==> src/sv/apt_pkg.sv <==
// Shared types and constants of the affine point transform unit.
// No dependencies; imported by the lane, merge and top-level modules.
package apt_pkg;

  localparam int ENTRY_COUNT = 12;
  localparam int COORD_W     = 32;
  localparam int INDEX_W     = 4;

  localparam logic OP_LOAD  = 1'b0;
  localparam logic OP_XFORM = 1'b1;

  typedef logic signed [COORD_W-1:0] coord_t;

  typedef struct packed {
    logic adv_mul;
    logic adv_sum;
    logic adv_out;
  } pipe_ctl_t;

endpackage

==> src/sv/apt_merge.sv <==
// Merge stage: clamps the three lane sums to 32 bits and combines the clamp flags.
// Depends on apt_pkg.
module apt_merge
  import apt_pkg::*;
#(
  parameter int ACC_W = 50
) (
  input  logic                    clk,
  input  pipe_ctl_t               ctl,
  input  logic signed [ACC_W-1:0] acc_x,
  input  logic signed [ACC_W-1:0] acc_y,
  input  logic signed [ACC_W-1:0] acc_z,
  output coord_t                  out_x,
  output coord_t                  out_y,
  output coord_t                  out_z,
  output logic                    saturated
);

  localparam logic signed [ACC_W-1:0] MAX_V = ACC_W'(coord_t'({1'b0, {(COORD_W-1){1'b1}}}));
  localparam logic signed [ACC_W-1:0] MIN_V = ACC_W'(coord_t'({1'b1, {(COORD_W-1){1'b0}}}));

  logic   hi_x, lo_x, hi_y, lo_y, hi_z, lo_z;
  coord_t cx, cy, cz;

  always_comb begin
    hi_x = acc_x > MAX_V;
    lo_x = acc_x < MIN_V;
    hi_y = acc_y > MAX_V;
    lo_y = acc_y < MIN_V;
    hi_z = acc_z > MAX_V;
    lo_z = acc_z < MIN_V;
    cx = hi_x ? COORD_W'(MAX_V) : (lo_x ? COORD_W'(MIN_V) : COORD_W'(acc_x));
    cy = hi_y ? COORD_W'(MAX_V) : (lo_y ? COORD_W'(MIN_V) : COORD_W'(acc_y));
    cz = hi_z ? COORD_W'(MAX_V) : (lo_z ? COORD_W'(MIN_V) : COORD_W'(acc_z));
  end

  always_ff @(posedge clk) begin
    if (ctl.adv_out) begin
      out_x     <= cx;
      out_y     <= cy;
      out_z     <= cz;
      saturated <= hi_x | lo_x | hi_y | lo_y | hi_z | lo_z;
    end
  end

endmodule

==> config.mk <==
export PLATFORM = sky130hd
export DESIGN_NAME = apt_merge
export DESIGN_NICKNAME = d
export VERILOG_FILES = /design/src/sv/apt_pkg.sv /design/src/sv/apt_merge.sv
export SDC_FILE = /design/constraint.sdc
export NUM_CORES = 1
export LEC_CHECK = 0
export BUFFER_PORTS_ARGS = -buffer_cell sky130_fd_sc_hd__clkbuf_2
export CAP_MARGIN = 20
export CORE_MARGIN = 2
export CORE_UTILIZATION = 44
export CTS_BUF_LIST = sky130_fd_sc_hd__clkbuf_4
export CTS_CLUSTER_SIZE = 24
export DETAILED_ROUTE_END_ITERATION = 8
export PLACE_DENSITY = 0.86
export RECOVER_POWER = 50
export SLEW_MARGIN = 20
export SYNTH_ARGS = -nofsm -noshare
export SYNTH_HDL_FRONTEND = slang
export SYNTH_SLANG_ARGS = --single-unit
==> constraint.sdc <==
create_clock -name clk -period 2.4 [get_ports clk]
set_input_delay 0.48 -clock clk [delete_from_list [all_inputs] [get_ports clk]]
set_output_delay 0.48 -clock clk [all_outputs]
set_load 0.01 [all_outputs]
==> results of run 1 <==
==> placed cells by master (no fill, tap or decap), drive strengths merged, types with 4 or more instances in the layout <==
cell type | netlist | layout
or4 | 6 | 6
clkbuf | 3 | 258
edfxtp | 97 | 97
nor4 | 9 | 9
nand2 | 189 | 189
clkinv | 0 | 4
nand3 | 4 | 4
buf | 18 | 7
nand4 | 12 | 12
==> through the flow <==
step | cells | cell area (um^2) | hold slack (ps) | setup WS [ps]
6_report | 706 | 5443 | 313.5 | 544.3
5_1_grt | 706 | 5443 | 279.0 | 548.1
4_1_cts | 706 | 5515 | 240.9 | 589.6
3_5_place_dp | 691 | 5411 | 710.5 | 107.9
3_3_place_gp | 691 | 5411 | 708.5 | 181.9
2_1_floorplan | 348 | 4026 | 592.5 | 436.7
==> cell families (layout without fill, tap and decap cells) <==
kind of cell	Yosys count	after routing	synth area share [%]
flops	97	97	72.34
buf+inv	24	274	2.983
compound gates	6	6	1.958
simple gates	221	221	22.72
==> power by group <==
group | internal, W | total, W | switching (W)
Combinational | 0.000213 | 0.000520 | 0.000307
Sequential | 0.00203 | 0.00207 | 0.0000390
Clock | 0.000201 | 0.000717 | 0.000516
Total | 0.00244 | 0.00330 | 0.000862
==> metal layers <==
layer	global-route usage (%)	share of wire (%)
met1	21.45	36
met2	37.99	55
met3	4.427	7.8
met4	7.271	1.3
met5	0	0
==> final cells by class <==
cell class | count | area (um^2) | area share [%]
Sequential cell | 97 | 2913 | 53.52
Timing Repair Buffer | 256 | 1256 | 23.08
Multi-Input combinational cell | 227 | 1023 | 18.80
Tap cell | 108 | 135.1 | 2.483
Clock buffer | 9 | 67.56 | 1.241
Clock inverter | 6 | 36.28 | 0.6667
Inverter | 3 | 11.26 | 0.2069
==> worst max path at each step <==
| stage | from | endpoint | slack (ps) |
|---|---|---|---|
| final | acc_x[48] | out_x[30]$_SDFFCE_PP1P_ | 540 |
| after global routing | acc_x[48] | out_x[30]$_SDFFCE_PP1P_ | 550 |
| after global placement | acc_x[48] | saturated$_DFFE_PP_ | 180 |
| after detailed placement | acc_x[48] | out_x[30]$_SDFFCE_PP1P_ | 110 |
| after CTS | acc_x[48] | out_x[30]$_SDFFCE_PP1P_ | 590 |
| after floorplan | acc_x[48] | saturated$_DFFE_PP_ | 440 |
==> sequential cells by signal, indices dropped and copies added (netlist names) <==
name	flops
saturated	1
out_z	32
out_y	32
out_x	32
==> tightest hold or removal path, stage by stage <==
cell and delay [ps]:
clkbuf_2 70, nand2_1 40, nand2_1 50
==> key figures, run 1 <==
Hold path
  • Worst hold-check path type: in -> reg
  • WHS Endpoint: out_z[23]$_SDFFCE_PP1P_
  • Hold path start: acc_z[23]
  • Worst hold path stage count: 3

Synth
  • Synth Cell Area: 0.004026 mm^2
  • #FFs+latches synth: 97
  • Area leader, netlist: edfxtp_1
  • Post-synth EDFFs: 97
  • Most frequent cells after synthesis: nand2_1, edfxtp_1, buf_2, nand4_1, nor4_1
  • Share of the synthesized area in the top cell type: 72.34%
  • Yosys warns: 0
  • Most used DFF post-synth: edfxtp_1
  • Async set-or-reset flop fraction in the synthesized netlist: 0%
  • Seq/Total Area, Yosys: 72.34%
  • Synth Area per Inst: 11.57 um^2
  • Syn nets: 502
  • Library cells used by synthesis: 15
  • Largest cells by area after synthesis: edfxtp_1, nand2_1, buf_2
  • Synth Instances: 348
  • Most frequent cell after synthesis: nand2_1

Critical path
  • Critical path fanouts, max: 21
  • Worst Path Required: 2560 ps
  • Slowest stage delay, CP: 570 ps
  • Sequence of cells on the critical path: clkbuf_2, or4_1, o41ai_4, buf_4, buf_4, nand2_1
  • WP depth: 6
  • Bufs and invs on worst path: 3
  • WS Path Type: in -> reg
  • Critical path launch point type: input port
  • Crit. End Element: flip-flop
  • Most used cell, CP: buf_4
  • CP arrival: 2010 ps
  • CP top delay family: simple AND/OR/NAND/NOR gates
  • Slowest CP cell: or4_1

Global routing
  • GRT Total Usage: 19.93%
  • Vias in the first global route: 3288
  • Initial antenna violation count: 0
  • Largest net degree at the start of global routing: 98
  • First-pass GRT wire length: 15.26 mm
  • GRT overflow: 0

Floorplan
  • Ports: 251
  • Core Footprint: 0.008806 mm^2
  • Full die area: 0.009932 mm^2
  • Initial Util: 45.72%
  • FP Rows: 34
  • Die width: 99.66 um
  • Die H: 99.66 um

Route
  • Vias per inst: 4.824
  • Starting DRT DRC Count: 110
  • Number of vias in the routed layout: 3406
  • Routed len/inst: 14.12 um
  • Antenna Nets Post-Route: 0
  • Drt first pass iters: 4
  • # DRC: 0
  • Drt total wl: 9.970 mm

Finish
  • Fillers: 754
  • Final nets: 748
  • Layout cell share with drive strength beyond 1: 37.96%
  • Antenna diode count: 0
  • Core Util, Final: 61.81%
  • Area Overhead vs Synth: 35.18%

Clocking
  • H-Tree Depth: 3
  • Num CTS Buffers: 9
  • Clk slew on worst S/H paths: 160 ps
  • Post-CTS Setup Inserts: 0
  • Root buf cell: clkbuf_4
  • CTS tree: yes
  • Maximum buffer depth of the clock tree: 2
  • Resize count post-CTS: 0
  • CTS Hold Bufs: 0
  • Clock sinks: 97

Power and ir drop
  • Maximum vdd drop: 0.2884 mV
  • Cell area power density: 607.1 mW/mm^2
  • Pleak: 2.509 nW
  • Final total power: 0.003304 W

Timing
  • RSZ-0062 raised after global routing: no
  • Min Tclk post-route: 1856 ps
  • Setup TNS Final: 0 ps
  • Fmax: 0.5389 GHz
  • Worst slew pin tran: 1302 ps
  • Rel. slew slack: 13.21%
  • Final setup vio count: 0
  • Crit share post-route: 77.32%
  • Slew Limit Fails: 0
  • Final hold viol count: 0

Outcome
  • Outcome: finished clean

Run
  • Max cap viols: 0

Placed design
  • Routability cong.: 0.8268
  • Input/output buffers: 248
  • Dpl hpwl: 7.514 mm
Power figures use the tool's default switching activity.
==> run 2: changes to the inputs <==
--- a/config.mk
+++ b/config.mk
@@ -8,11 +8,11 @@
 export BUFFER_PORTS_ARGS = -buffer_cell sky130_fd_sc_hd__clkbuf_2
 export CAP_MARGIN = 20
 export CORE_MARGIN = 2
-export CORE_UTILIZATION = 44
+export CORE_UTILIZATION = 40
 export CTS_BUF_LIST = sky130_fd_sc_hd__clkbuf_4
 export CTS_CLUSTER_SIZE = 24
 export DETAILED_ROUTE_END_ITERATION = 8
-export PLACE_DENSITY = 0.86
+export PLACE_DENSITY = 0.83
 export RECOVER_POWER = 50
 export SLEW_MARGIN = 20
 export SYNTH_ARGS = -nofsm -noshare
==> constraint.sdc (replaced) <==
create_clock -name clk -period 1.63 [get_ports clk]
set_input_delay 0.326 -clock clk [delete_from_list [all_inputs] [get_ports clk]]
set_output_delay 0.326 -clock clk [all_outputs]
set_load 0.01 [all_outputs]
==> run 2 against run 1 <==
  * Critical path depth is 1 lower
  * Sequential power up 47%
  * Global-route usage down 0.29 points
  * Via count increased by 2.8%
  * Largest power group unchanged
  * First-iteration DRC count increased by 88%
  * Largest cell class unchanged
  * Critical path type unchanged
==> key figures, run 2 (synthesis gave the netlist of run 1 again) <==
Floorplan
  • Initial Util: 41.19%
  • Die width: 104.3 um
  • Ports: 251
  • FP Rows: 36
  • Full die area: 0.01088 mm^2
  • Core Footprint: 0.009774 mm^2
  • Die H: 104.3 um

Finish
  • Highest-count cells in the layout ignoring fill and taps: clkbuf_2, nand2_1, edfxtp_1, clkbuf_1
  • Antenna diode count: 0
  • Final nets: 756
  • Top Registers: out_x x32, out_y x32, out_z x32
  • Final Non-Filler Cells: 739
  • Layout cell share with drive strength beyond 1: 39.27%
  • Area Overhead vs Synth: 38.28%
  • Most common cell after layout, fill and taps aside: clkbuf_2
  • Fillers: 878
  • Core Util, Final: 56.96%

Global routing
  • Largest net degree at the start of global routing: 46
  • GRT overflow: 0
  • Vias in the first global route: 3583
  • Initial antenna violation count: 0
  • GRT Total Usage: 19.65%
  • First-pass GRT wire length: 17.00 mm

Route
  • Routed len/inst: 14.34 um
  • Starting DRT DRC Count: 207
  • Drt first pass iters: 4
  • Antenna Nets Post-Route: 0
  • Drt total wl: 10.60 mm
  • # DRC: 0
  • Vias per inst: 4.740
  • Number of vias in the routed layout: 3503

Timing
  • Setup TNS Final: 0 ps
  • Final setup vio count: 0
  • Final hold viol count: 0
  • Hold slack: 144.4 ps
  • Rel. slew slack: 59.07%
  • Min Tclk post-route: 1581 ps
  • Slew Limit Fails: 0
  • Worst slew pin tran: 613.9 ps
  • Crit share post-route: 97.00%
  • RSZ-0062 raised after global routing: yes
  • Fmax: 0.6325 GHz

Power and ir drop
  • Pleak: 2.567 nW
  • Cell area power density: 906.1 mW/mm^2
  • Maximum vdd drop: 0.4694 mV

Placed design
  • Dpl hpwl: 8.180 mm
  • Input/output buffers: 248
  • Dpl cells: 724
  • Routability cong.: 0.9300

Critical path
  • Sequence of cells on the critical path: clkbuf_2, or4_4, o41ai_4, buf_4, nand2_1
  • Critical path fanouts, max: 31
  • Critical path launch point type: input port
  • Worst Path Required: 1810 ps
  • Slowest stage delay, CP: 540 ps
  • CP arrival: 1760 ps
  • Slowest CP cell: or4_4
  • WS Path Type: in -> reg
  • Crit. End Element: flip-flop

Clocking
  • Root buf cell: clkbuf_4
  • Clk slew on worst S/H paths: 150 ps
  • Resize count post-CTS: 1
  • CTS tree: yes
  • Clock sinks: 97
  • Num CTS Buffers: 9
  • Post-CTS Setup Inserts: 0
  • Maximum buffer depth of the clock tree: 2
  • CTS Hold Bufs: 0
  • H-Tree Depth: 3

Run
  • Max cap viols: 0

Outcome
  • Outcome: finished clean

Hold path
  • Worst hold-check path type: in -> reg
-- run 2: cell types whose count changed in the layout (fill, tap and decap cells not counted), moves of 2 or more --
cell and change:
clkbuf_2 +2, or4_1 -2, or4_4 +2, buf_4 +6
-- run 2: worst max-delay path: cells and delay by family --
| family | cells | cell delay [ps] |
|---|---|---|
| buffers and inverters | 2 | 450 |
| AOI/OAI and AO/OA | 1 | 340 |
| and+or+nand+nor | 2 | 650 |
-- run 2: final timing paths --
kind	startpoint	endpoint	slack, ps	cells after the start
max	acc_x[48]	out_x[12]$_SDFFCE_PP1P_	50	5
min	acc_x[14]	out_x[14]$_SDFFCE_PP1P_	140	3
-- run 2: cell type report --
class / count / area (um^2) / area share (%)
Clock buffer: 9 / 67.56 / 1.213
Clock inverter: 6 / 60.06 / 1.079
Inverter: 3 / 11.26 / 0.2022
Multi-Input combinational cell: 227 / 1031 / 18.52
Sequential cell: 97 / 2913 / 52.31
Tap cell: 133 / 166.4 / 2.989
Timing Repair Buffer: 264 / 1319 / 23.69
-- run 2: report_power, final --
part,total [W],switching (W),internal (W),leakage (nW)
logic,0.000791,0.000464,0.000327,1.55
clock network,0.00121,0.000761,0.000449,0.0591
registers,0.00304,0.0000587,0.00298,0.957
-- run 2: stage by stage --
step / total power, W / area [um^2] / setup WS [ps]
after floorplan: 0.003403 / 4056 / -164.6
after global placement: 0.003899 / 5523 / -416.9
after detailed placement: 0.003931 / 5523 / -499.8
after CTS: 0.005136 / 5654 / 66.05
after global routing: 0.005286 / 5568 / -3.505
final: 0.005045 / 5568 / 48.88
-- run 2: routing by layer --
metal	up-vias	wire length (um)	GRT usage [%]	part of all wire (%)
met4	0	115	5.212	1.1
met5	-	0	0	0
met2	153	5728	36.27	54
met1	1631	3948	22.00	37
li1	1708	-	-	-
met3	11	804	5.702	7.6
